`src/sv/tfms_ram.sv`:
```
// Generic single-write, single-read RAM with registered read data.
// No dependencies.
module tfms_ram #(
    parameter int WIDTH = 8,
    parameter int DEPTH = 16,
    parameter int AW    = (DEPTH > 1) ? $clog2(DEPTH) : 1
) (
    input  logic             clk,
    input  logic             wr_en,
    input  logic [AW-1:0]    wr_addr,
    input  logic [WIDTH-1:0] wr_data,
    input  logic [AW-1:0]    rd_addr,
    output logic [WIDTH-1:0] rd_data
);

    logic [WIDTH-1:0] mem [DEPTH];

    always_ff @(posedge clk)
    begin
        if (wr_en)
        begin
            mem[wr_addr] <= wr_data;
        end
        rd_data <= mem[rd_addr];
    end

endmodule

```
`config.mk`:
```
export PLATFORM = sky130hd
export DESIGN_NAME = tfms_ram
export DESIGN_NICKNAME = d
export VERILOG_FILES = /design/src/sv/tfms_ram.sv
export SDC_FILE = /design/constraint.sdc
export NUM_CORES = 1
export LEC_CHECK = 0
export BUFFER_PORTS_ARGS = -buffer_cell sky130_fd_sc_hd__buf_2
export CAP_MARGIN = 20
export CORE_ASPECT_RATIO = 1.1
export CORE_MARGIN = 1
export CORE_UTILIZATION = 35
export CTS_CLUSTER_SIZE = 30
export DETAILED_ROUTE_END_ITERATION = 10
export GPL_ROUTABILITY_DRIVEN = 0
export GPL_TIMING_DRIVEN = 0
export SYNTH_ARGS = -nofsm -noshare
export SYNTH_HDL_FRONTEND = slang
export SYNTH_SLANG_ARGS = --single-unit
export TNS_END_PERCENT = 5
```
`constraint.sdc`:
```
create_clock -name clk -period 2.6 [get_ports clk]
set_clock_uncertainty 0.2 [all_clocks]
set_input_delay 0.13 -clock clk [delete_from_list [all_inputs] [get_ports clk]]
set_output_delay 0.13 -clock clk [all_outputs]
set_load 0.1 [all_outputs]
```
* Word-level counts from Yosys, hierarchy flattened
Memories as Yosys holds them, arrays and structs flattened. A register that Yosys moved wholly into a read port is not among the register bits.
Index checks and enable logic that the tools add are counted.
** Storage, ports and cells
- Memories :: 1
- Input port bits :: 18
- Memory bits (writable) :: 128
- Register bits after elaboration :: 0
- Word-level logic and storage cells :: 3
** Operators by class
- Mux-type cells :: 2
** Memory list
- mem :: words 16, bits a word 8, read ports 1, clocked after memory_dff 1, wr ports 1, RTL line 16 : logic [WIDTH-1:0] mem [DEPTH];
** Operator list (count)
- $mux 1 :: 2

* Longest topological paths before layout
Gate-level depths: netlist of run 1.
- Word-level depth :: 2
- Gate-level depth with buffers :: 5

* Worst setup path after synthesis of run 1
Ideal clock, no wire load.
- Kind :: in2reg
- Start point :: input wr_addr[2]
- End point :: memory mem[0][0] (enable)
- Stages on the path :: 2
- Arrival :: 1240 ps
- Setup slack :: 777 ps
- Cell sequence :: or3b_2 nor3_1
** RTL lines
- start: declaration :: RTL line 10 : input logic [AW-1:0] wr_addr,
- end: declaration :: RTL line 16
Straight into the memory's write port.

* Worst setup path after layout of run 1
- Start point :: input wr_addr[1]
- End point :: memory mem[1][1] (enable)
Straight into the memory's write port.

==> run summary, run 1 <==
======================================================================================================
Worst Setup Slack post-DPL                                                                    553.7 ps
Post_cts resized                                                                                     0
Setup slack of the worst register-to-register path                                              930 ps
Vias/cell                                                                                        4.988
Worst endpoint required time                                                                   2430 ps
Std cell rows                                                                                       46
Maximum level of the CTS H-tree                                                                      4
Count of yosys warnings during synthesis                                                             0
Number of buffers created by CTS                                                                    17
Slew at the pin closest to its max-slew limit                                                 877.1 ps
Via count                                                                                         2459
RSZ-0062 raised after global routing                                                                no
Placed instance count                                                                              449
Power per standard cell area                                                              799.1 mW/mm²
Clock Sink Count                                                                                   136
Setup-violating endpoint count in the final report                                                   0
Die outline height                                                                            129.2 µm
TNS Setup                                                                                         0 ps
Global-route wire length before repair                                                        15410 µm
Source-to-sink clock delay at the later pin of the worst-skew pair                              410 ps
CTS tree                                                                                         built
Most repeated cell in the gate-level netlist after synthesis                                  edfxtp_1
Post-synthesis sequential area ratio                                                            77.78%
Synth area leader                                                                             edfxtp_1
Mean area per synthesized cell                                                               22.48 µm²
Number of cells produced by synthesis                                                              229
DRC marker count from the first detailed-route iteration                                           175
Startpoint of the worst-slack reg-to-reg timing path                                         mem[3][3]
Routed length per instance                                                                    20.59 µm
Asr flop ratio synth                                                                                0%
FF/Latch Area                                                                             0.004004 mm²
Final core utilization                                                                          42.95%
Global-route track usage on met1                                                                19.58%
Max stage delay on crit path                                                                    670 ps
Worst path slowest cell                                                                         nor2_1
Final hold viol count                                                                                0
CP Class                                                                                        in2reg
Cells on worst reg2reg path                                                                          3
Width of the chip                                                                             117.6 µm
Status                                                                                       completed
Antenna violations before repair                                                                     0
Critical Path Sink Type                                                                       register
Hold Path Sink                                                                              rd_data[0]
Estimated wirelength of the detail-placed design                                               6479 µm
EDFF count, synth                                                                                  128
Area inside the core boundary                                                              0.01439 mm²
I/O pin count                                                                                       26
Number of buffers on the longest clock path                                                          2
Layout area overhead                                                                            20.05%
Library cell used as clock root buffer                                                       clkbuf_16
R2R Path End                                                                                rd_data[3]
Max-capacitance violation count                                                                      0
Worst rel slew slack                                                                            41.31%
Met2 usage in global routing                                                                    22.60%
Sum of overflow across all layers after global routing                                               0
Area of the multi-input gates                                                             0.001057 mm²
Net count of the mapped netlist                                                                    247
Sum of routed wire length over all layers                                                     10150 µm
Fill cells                                                                                        1277
Primary FF master, synth                                                                      edfxtp_1
Mapped Area                                                                               0.005147 mm²
Period utilisation layout                                                                       73.72%
Crit path DAT                                                                                  1750 ps
Starting utilization of the core area                                                           35.77%
Most area-consuming cells after synthesis                                                 edfxtp_1, mux4_2, mux4_1, dfxtp_1, a22oi_1
Tot GR Track Use                                                                                14.57%
Leak pwr                                                                                   0.002066 µW
Fin crit period                                                                                1917 ps
Max VDD drop                                                                                 0.5056 mV
Remaining design rule violation count                                                                0
Post-layout instance count excluding filler cells                                                  493
Startpoint of the lowest-slack hold path                                                    rd_addr[0]
Post-synthesis cell type count                                                                      19
Clock transition at the register clock pins on the worst setup and hold paths after CTS          50 ps
Number of register bits inferred by synthesis                                                      136
Number of iterations in the first detailed-routing pass                                              4
Worst path cell trace                                                                     dlygate4sd3_1, buf_2, nand2b_1, nor2_1
Class of the most critical hold timing path                                                     in2reg
Ratio of cells with drive above 1 in the final layout                                           26.58%
Met3 Use GR                                                                                     4.049%
Cells on Worst Hold Path                                                                             4
Cell types with the highest counts after synthesis                                        edfxtp_1, mux4_2, a22oi_1
Max Fanout on Critical Path                                                                          8
Die ar.                                                                                    0.01520 mm²
Vias in the first global route                                                                    2559
CP Launch Type                                                                              input port
Max-slew violations                                                                                  0
Global route hottest layer                                                                        met2
Area fraction of the dominant cell type after synthesis                                         74.67%
Port Buffers                                                                                        24
Fmax                                                                                         521.7 MHz
Final cell area excluding filler cells                                                    0.006180 mm²
Final Net Count                                                                                    306
Final ANT Viol Nets                                                                                  0
Largest net degree at the start of global routing                                                   17
Placement-stage cell area                                                                 0.005533 mm²
Smallest setup slack after layout                                                             683.2 ps
Ant. Diodes                                                                                          0
======================================================================================================
## kinds of logic after synthesis
logic type / share of synthesized area [%]
multiplexers: 15.02
AND/OR/NAND/NOR: 3.184
flip-flops: 77.78
buffers and inverters: 1.677
AO/OA/AOI/OAI: 2.334
## cell type report
cell class,count,share of cell area (%)
Clock inverter,2,0.2025
Timing Repair Buffer,40,4.292
Buffer,10,1.397
Clock buffer,30,8.322
Multi-Input combinational cell,83,17.11
Sequential cell,136,64.79
Tap cell,192,3.887
## metrics by stage
stage / total power [µW] / hold WS [ps]
6_report: 4938 / 44.82
4_1_cts: 4979 / 28.97
3_5_place_dp: 2853 / 343.4
2_1_floorplan: 2738 / 28.87
5_1_grt: 5092 / 69.00
3_3_place_gp: 2844 / 321.9
## layer usage
| metal | wire [µm] | part of all wire, % | vias to the layer above |
|---|---|---|---|
| li1 | - | - | 1095 |
| met1 | 4534 | 45 | 1264 |
| met2 | 4801 | 47 | 88 |
| met3 | 665 | 6.6 | 12 |
| met4 | 147 | 1.4 | 0 |
| met5 | 0 | 0 | - |
## sequential cells by signal (all words and copies together) (netlist names)
signal	count
mem	128
rd_data	8
## worst max-delay path, delay by kind of cell
kind / cells / cell delay [ps]
buf+inv: 2 / 710
simple gates: 2 / 900
## cell usage in the layout, fill, tap and decap left out
master,n
clkinvlp_4,1
clkinv_2,1
edfxtp_1,128
buf_6,3
clkbuf_8,4
nand2_1,9
buf_4,3
nand3b_1,2
dfxtp_1,8
mux4_1,14
or3b_2,1
clkbuf_16,17
nor2_1,13
and2_1,1
mux4_2,18
clkbuf_1,9
nor2b_1,1
dlygate4sd3_1,12
nand2b_1,2
a22oi_1,16
nand3_1,1
and2b_1,1
buf_2,29
nor3_1,4
clkdlybuf4s25_2,3
## worst max path at each step
stage / slack [ps] / startpoint / end / cells past startpoint
finish: 680 / wr_addr[1] / mem[1][1] / 4
global route: 560 / wr_addr[0] / mem[10][1] / 4
floorplan: 780 / wr_addr[2] / mem[0][0] / 2
CTS: 670 / wr_addr[0] / mem[6][0] / 4
detailed placement: 550 / wr_addr[2] / mem[0][4] / 4
global placement: 210 / wr_addr[2] / mem[0][4] / 3
## power breakdown
| group | total [µW] | switching, µW | internal (µW) | leakage (µW) |
|---|---|---|---|---|
| registers | 2460 | 11.1 | 2450 | 0.00122 |
| clock network | 2120 | 800 | 1320 | 0.000253 |
| logic | 354 | 245 | 109 | 0.000589 |
| total | 4940 | 1060 | 3880 | 0.00207 |
## repair_timing
item                                   CTS  global route
setup buffers                            0             0
hold buffers                            12             0
endpoints found under the hold margin  139             0
Note: power is estimated with default switching activity, not from simulation.
==> run 2: changes to the inputs <==
Clock period 2.6 ns to 1.65 ns, I/O delays scaled along.
==> run 2 against run 1 <==
Compared with the run above: the run now ends with negative hold slack, negative setup slack left; non-clock buffer count is 2 lower; critical path depth is 1 lower; global-route usage rose by 0.40 points; total power increased by 65%; worst hold slack worse by 63 ps; clock-buffer cell count down 13; die area is the same; sequential share of layout area down 0.82 points; critical path type is now reg2reg; critical endpoint is now rd_data[1]; highest routed layer unchanged.
==> run summary, run 2 (synthesized netlist as in run 1, its figures left out) <==
======================================================================================================
Vias in the first global route                                                                    2519   -1.6%
Final ANT Viol Nets                                                                                  0   unchanged
Std cell rows                                                                                       46   unchanged
Period utilisation layout                                                                       100.5%
Global-route wire length before repair                                                        15470 µm   +0.36%
Clock Sink Count                                                                                   136   unchanged
Crit path DAT                                                                                  1750 ps   about the same
Comb pwr share                                                                                    7.0%   -0.2 points
R2R Path End                                                                                rd_data[1]
Vias/cell                                                                                        4.982   -0.12%
Status                                                                                    finished, violations left
Power spent charging and discharging nets                                                      1787 µW   +69%
Final Net Count                                                                                    304   -0.65%
Tot GR Track Use                                                                                14.97%   +0.40 points
CTS tree                                                                                         built
Fin crit period                                                                                1658 ps
Leak pwr                                                                                   0.002085 µW   +0.90%
TNS Setup                                                                                    -7.699 ps   -7.699 ps
Estimated wirelength of the detail-placed design                                               6335 µm   -2.2%
Number of flip-flops under the largest register name                                               128   unchanged
Die ar.                                                                                    0.01520 mm²   unchanged
Antenna violations before repair                                                                     0   unchanged
Largest registers                                                                         mem (128), rd_data (8)
Class of the most critical hold timing path                                                     in2reg
Worst endpoint required time                                                                   1740 ps   -690 ps
Final hold viol count                                                                               11   +11
Ratio of cells with drive above 1 in the final layout                                           31.44%   +4.9 points
Worst rel slew slack                                                                            41.71%   +0.40 points
Number of buffers on the longest clock path                                                          2   unchanged
Power per standard cell area                                                               1305 mW/mm²   +63%
Failing checks                                                                            negative hold slack, negative setup slack
Sum of routed wire length over all layers                                                     10160 µm   +0.11%
Maximum level of the CTS H-tree                                                                      4   unchanged
Final-layout worst hold slack                                                                -18.12 ps   -62.95 ps
I/O pin count                                                                                       26   unchanged
Crit path capture                                                                           rd_data[1]
Slew at the pin closest to its max-slew limit                                                 871.1 ps   -6.040 ps
Smallest setup slack after layout                                                            -7.699 ps   -690.9 ps
Fmax                                                                                         603.2 MHz
Start point of the critical path                                                             mem[1][1]
Clock transition at the register clock pins on the worst setup and hold paths after CTS          60 ps   about the same
Share of power burned in registers                                                               47.5%   -2.4 points
Register containing the most flip-flops in the final layout                                        mem
Internal Power                                                                                 6380 µW   +64%
Commonest cells after routing, fill and taps aside                                        edfxtp_1, buf_2, mux4_2
Max-capacitance violation count                                                                      0   unchanged
Post-layout instance count excluding filler cells                                                  491   -0.41%
Source-to-sink clock delay at the later pin of the worst-skew pair                              420 ps   about the same
Quantity of hold-fixing buffers added after cts                                                     11   -1
Power share of the clock group                                                                   45.5%   +2.6 points
Via count                                                                                         2446   -0.53%
Sum of overflow across all layers after global routing                                               0   unchanged
Max-slew violations                                                                                  0   unchanged
Max VDD drop                                                                                 0.9279 mV   +84%
Port Buffers                                                                                        24   unchanged
Setup-violating endpoint count in the final report                                                   1   +1
Number of buffers created by CTS                                                                    17   unchanged
Die outline height                                                                            129.2 µm   unchanged
Remaining design rule violation count                                                                0   unchanged
Placed instance count                                                                              448   -0.22%
Ant. Diodes                                                                                          0   unchanged
Critical Path Sink Type                                                                       register
Most common library cell in the layout ignoring fill and taps                                 edfxtp_1
CP Class                                                                                       reg2reg
RSZ-0062 raised after global routing                                                                no
Fraction of power spent switching nets                                                          21.88%   +0.50 points
Width of the chip                                                                             117.6 µm   unchanged
Library cell used as clock root buffer                                                       clkbuf_16
Setup slack of the worst register-to-register path                                               -8 ps   -940 ps
CP Launch Type                                                                                register
Startpoint of the worst-slack reg-to-reg timing path                                         mem[1][1]
Starting utilization of the core area                                                           35.77%   unchanged
Cells on worst reg2reg path                                                                          3   unchanged
DRC marker count from the first detailed-route iteration                                           197   +13%
Number of iterations in the first detailed-routing pass                                              4   unchanged
Area inside the core boundary                                                              0.01439 mm²   unchanged
Max Fanout on Critical Path                                                                          1   -7
Routed length per instance                                                                    20.69 µm   +0.52%
Layout area overhead                                                                            21.58%
Largest net degree at the start of global routing                                                   17   unchanged
======================================================================================================
[run 2: cell count changes in the layout (fill, tap and decap cells not counted), sizes merged]
| cell | previous run | this run |
|---|---|---|
| buf | 35 | 34 |
| dlygate4sd3 | 12 | 11 |
| clkbuf | 30 | 17 |
| bufinv | 0 | 3 |
| clkinvlp | 1 | 5 |
| clkinv | 1 | 7 |
[run 2: critical path, cell delays in order (launching register included)]
cell,delay (ps)
edfxtp_1,360
mux4_1,560
a22oi_2,290
nand2_1,110
[run 2: through the flow]
stage                     util [%]  power, µW  setup slack, ps  instance area [µm²]
after global placement       38.31       4482           -452.0                 5513
after floorplan                  -       4315            101.4                 5152
final                        43.50       8167           -7.699                 6259
after CTS                    43.30       8226            19.04                 6231
after global routing         43.50       8407            1.933                 6259
after detailed placement     38.43       4494           -354.0                 5530
[run 2: layer usage]
layer / routed length [µm] / up-vias / global-route usage, %
met5: 0 / - / 0
met2: 4739 / 94 / 22.01
met3: 642 / 17 / 4.577
met4: 261 / 0 / 7.994
li1: - / 1090 / -
met1: 4516 / 1245 / 20.08
[run 2: final cells by class]
type / instances / area (µm²)
Timing Repair Buffer: 38 / 247.7
Clock buffer: 17 / 425.4
Buffer: 10 / 86.33
Tap cell: 192 / 240.2
Fill cell: 1259 / 8130
Sequential cell: 136 / 4004
Multi-Input combinational cell: 83 / 1095
Clock inverter: 15 / 160.2
[run 2: how the worst min path moves through the flow]
stage,cells after the start,endpoint,start,slack (ps)
2_1_floorplan,0,mem[0][0],wr_data[0],-20
6_report,2,mem[0][6],wr_addr[0],-20
3_3_place_gp,1,mem[4][6],wr_data[6],270
3_5_place_dp,1,mem[4][6],wr_data[6],300
4_1_cts,2,mem[0][6],wr_addr[0],-50
5_1_grt,2,mem[0][6],wr_addr[1],-7
[run 2: what timing repair did]
action                                  4_1_cts  5_1_grt
buffers inserted                              0        0
resized for setup                             1        6
gates cloned                                  0        0
endpoints found under the setup margin        1       13
endpoints found under the hold margin       145       10
[run 2: power by group through the flow]
stage / sequential, µW / clock (µW) / combinational, µW
detailed placement: 3950 / 0 / 541
finish: 3880 / 3720 / 568
CTS: 3880 / 3780 / 562
global route: 3890 / 3920 / 596
global placement: 3950 / 0 / 535
floorplan: 4120 / 0 / 196
==> run 3: changes to the inputs <==
Settings changed: ABC_AREA from default to 1.
==> run 3 against run 2 <==
Compared with the run above: the flow now finishes without violations; setup slack gained 100 ps; critical path depth grew 4; register-to-register slack gained 430 ps; clock power grew 1%; non-clock buffer count grew 8; first-iteration DRC count grew 44%; combinational power grew 20%; global-route usage grew 2.6 points; critical path type is now in2reg; critical endpoint unchanged; highest routed layer unchanged.
==> run summary, run 3 <==
======================================================================================================
Count of yosys warnings during synthesis                                                             0   unchanged
Global-route wire length before repair                                                        21840 µm   +41%
Setup slack of the worst register-to-register path                                              420 ps   +430 ps
Most repeated cell in the gate-level netlist after synthesis                                   nand2_1
Ant. Diodes                                                                                          0   unchanged
Class of the most critical hold timing path                                                     in2reg
Via count                                                                                         3936   +61%
Clock Sink Count                                                                                   136   unchanged
Maximum level of the CTS H-tree                                                                      4   unchanged
Routed length per instance                                                                    17.16 µm   -17%
Fmax                                                                                         643.8 MHz   +6.7%
Sum of routed wire length over all layers                                                     13990 µm   +38%
Max-slew violations                                                                                  0   unchanged
Commonest cells after routing, fill and taps aside                                        nand2_1, edfxtp_1, inv_1
Remaining design rule violation count                                                                0   unchanged
Period utilisation layout                                                                       94.14%   -6.3 points
Post-synthesis sequential area ratio                                                            69.43%   -8.4 points
Die ar.                                                                                    0.01699 mm²   +12%
DRC marker count from the first detailed-route iteration                                           283   +44%
Estimated wirelength of the detail-placed design                                               9134 µm   +44%
Std cell rows                                                                                       48   +4.3%
Mean area per synthesized cell                                                               10.47 µm²   -53%
Post_cts resized                                                                                     0   -1
Cells on worst reg2reg path                                                                          6   +3
Leak pwr                                                                                   0.002935 µW   +41%
Final hold viol count                                                                                0   -11
Worst Setup Slack post-DPL                                                                   -139.8 ps   +214.2 ps
Library cell used as clock root buffer                                                       clkbuf_16
CTS tree                                                                                         built
Max-capacitance violation count                                                                      0   unchanged
Crit path DAT                                                                                  1650 ps   -100 ps
Port Buffers                                                                                        22   -8.3%
Power per standard cell area                                                               1221 mW/mm²   -6.4%
Number of iterations in the first detailed-routing pass                                              5   +1
Final core utilization                                                                          42.81%   -0.68 points
Placement-stage cell area                                                                 0.006127 mm²   +11%
Sum of overflow across all layers after global routing                                               0   unchanged
Postcts setup bufs                                                                                   0   unchanged
Number of buffers created by CTS                                                                    17   unchanged
Post-synthesis cell type count                                                                      12   -7
Tot GR Track Use                                                                                17.53%   +2.6 points
Layout area overhead                                                                            18.16%
Die outline height                                                                            136.6 µm   +5.8%
Startpoint of the lowest-slack hold path                                                    rd_addr[1]
Final cell area excluding filler cells                                                    0.006814 mm²   +8.9%
Vias in the first global route                                                                    3928   +56%
Final Net Count                                                                                    620   +100%
RSZ-0062 raised after global routing                                                                no
Critical Path Sink Type                                                                       register
Asr flop ratio synth                                                                                0%   unchanged
Fill cells                                                                                        1471   +17%
CP Class                                                                                        in2reg
Vias/cell                                                                                        4.829   -3.1%
Antenna violations before repair                                                                     0   unchanged
Area inside the core boundary                                                              0.01592 mm²   +11%
Net count of the mapped netlist                                                                    569   +130%
Starting utilization of the core area                                                           36.23%   +0.46 points
Max Fanout on Critical Path                                                                         10   +9
Hold Path Sink                                                                              rd_data[0]
Primary FF master, synth                                                                      edfxtp_1
Number of buffers on the longest clock path                                                          2   unchanged
R2R Path End                                                                                rd_data[1]
Smallest setup slack after layout                                                             96.69 ps   +104.4 ps
Source-to-sink clock delay at the later pin of the worst-skew pair                              420 ps   about the same
Width of the chip                                                                             124.4 µm   +5.7%
Most common library cell in the layout ignoring fill and taps                                  nand2_1
Cell types with the highest counts after synthesis                                        nand2_1, edfxtp_1, inv_1
Setup-violating endpoint count in the final report                                                   0   -1
Status                                                                                       completed
Most area-consuming cells after synthesis                                                 edfxtp_1, nand2_1, nand3_1, inv_1, dfxtp_1
EDFF count, synth                                                                                  128   unchanged
Number of cells produced by synthesis                                                              551   +140%
Ratio of cells with drive above 1 in the final layout                                           12.20%   -19 points
Number of flip-flops under the largest register name                                               128   unchanged
Max VDD drop                                                                                 0.7585 mV   -18%
Clock transition at the register clock pins on the worst setup and hold paths after CTS          60 ps   about the same
Register containing the most flip-flops in the final layout                                        mem
Cells on Worst Hold Path                                                                             5   +3
Largest net degree at the start of global routing                                                   17   unchanged
Fin crit period                                                                                1553 ps   -104.4 ps
Number of register bits inferred by synthesis                                                      136   unchanged
Mapped Area                                                                               0.005767 mm²   +12%
Area fraction of the dominant cell type after synthesis                                         66.65%   -8.0 points
CP Launch Type                                                                              input port
Synth area leader                                                                             edfxtp_1
Worst rel slew slack                                                                            36.45%   -5.3 points
Slew at the pin closest to its max-slew limit                                                 949.7 ps   +78.57 ps
I/O pin count                                                                                       26   unchanged
Worst endpoint required time                                                                   1740 ps   about the same
Final ANT Viol Nets                                                                                  0   unchanged
Startpoint of the worst-slack reg-to-reg timing path                                         mem[0][1]
Largest registers                                                                         mem (128), rd_data (8)
======================================================================================================
-- run 3: stage by stage --
stage                     hold slack (ps)  TNS, ps  power [µW]  std cells
after floorplan                    -18.63        0        4389        551
after global placement              296.7    -3128        4603        773
after detailed placement            305.4    -4954        4612        773
after CTS                           40.36        0        8337        815
after global routing                86.37        0        8534        815
final                               58.55        0        8322        815
-- run 3: report_power, final --
group	internal, µW	switching [µW]
registers	3860	20.0
logic	164	516
clock network	2350	1410
-- run 3: layout make-up --
type                    count  area [µm²]  share of cell area [%]
flip-flops and latches    136        4004                   58.76
multi-input cells         289        1214                   17.81
clock buffers              18       429.2                   6.298
inverters                 102       382.9                   5.619
well taps                 200       250.2                   3.672
repair buffers             32       210.2                   3.085
plain buffers              24       166.4                   2.442
clock inverters            14       157.7                   2.314
-- run 3: routing by layer --
metal / track usage (%) / wire length (µm) / up-vias
li1: - / - / 1879
met1: 21.85 / 5831 / 1838
met2: 28.58 / 6638 / 173
met3: 2.619 / 833 / 46
met4: 11.65 / 686 / 0
met5: 0 / 0 / -
-- run 3: repair_timing --
action / in CTS / in global routing
endpoints found under the setup margin: 0 / 0
endpoints found under the hold margin: 136 / 0
hold buffers: 10 / 0
-- run 3: cells by family (layout without fill, tap and decap cells) --
logic type             Yosys count  after routing  synth area share (%)
AND/OR/NAND/NOR                289            289                 21.05
buffers and inverters          126            190                 9.525
flip-flops                     136            136                 69.43
-- run 3: worst max-delay path: stages --
cell	delay [ps]
dlygate4sd3_1	530
buf_2	180
inv_1	230
buf_4	250
nand3_1	120
nand3_1	160
nand2_1	100
-- run 3: worst max path at each step --
stage,slack (ps),from,end,cells after the start
after floorplan,420,wr_addr[2],mem[10][0],2
after global placement,-100,wr_addr[3],mem[6][2],3
after detailed placement,-140,wr_addr[3],mem[7][5],3
after CTS,90,rd_addr[2],rd_data[1],7
after global routing,70,rd_addr[2],rd_data[1],7
final,100,rd_addr[2],rd_data[1],7
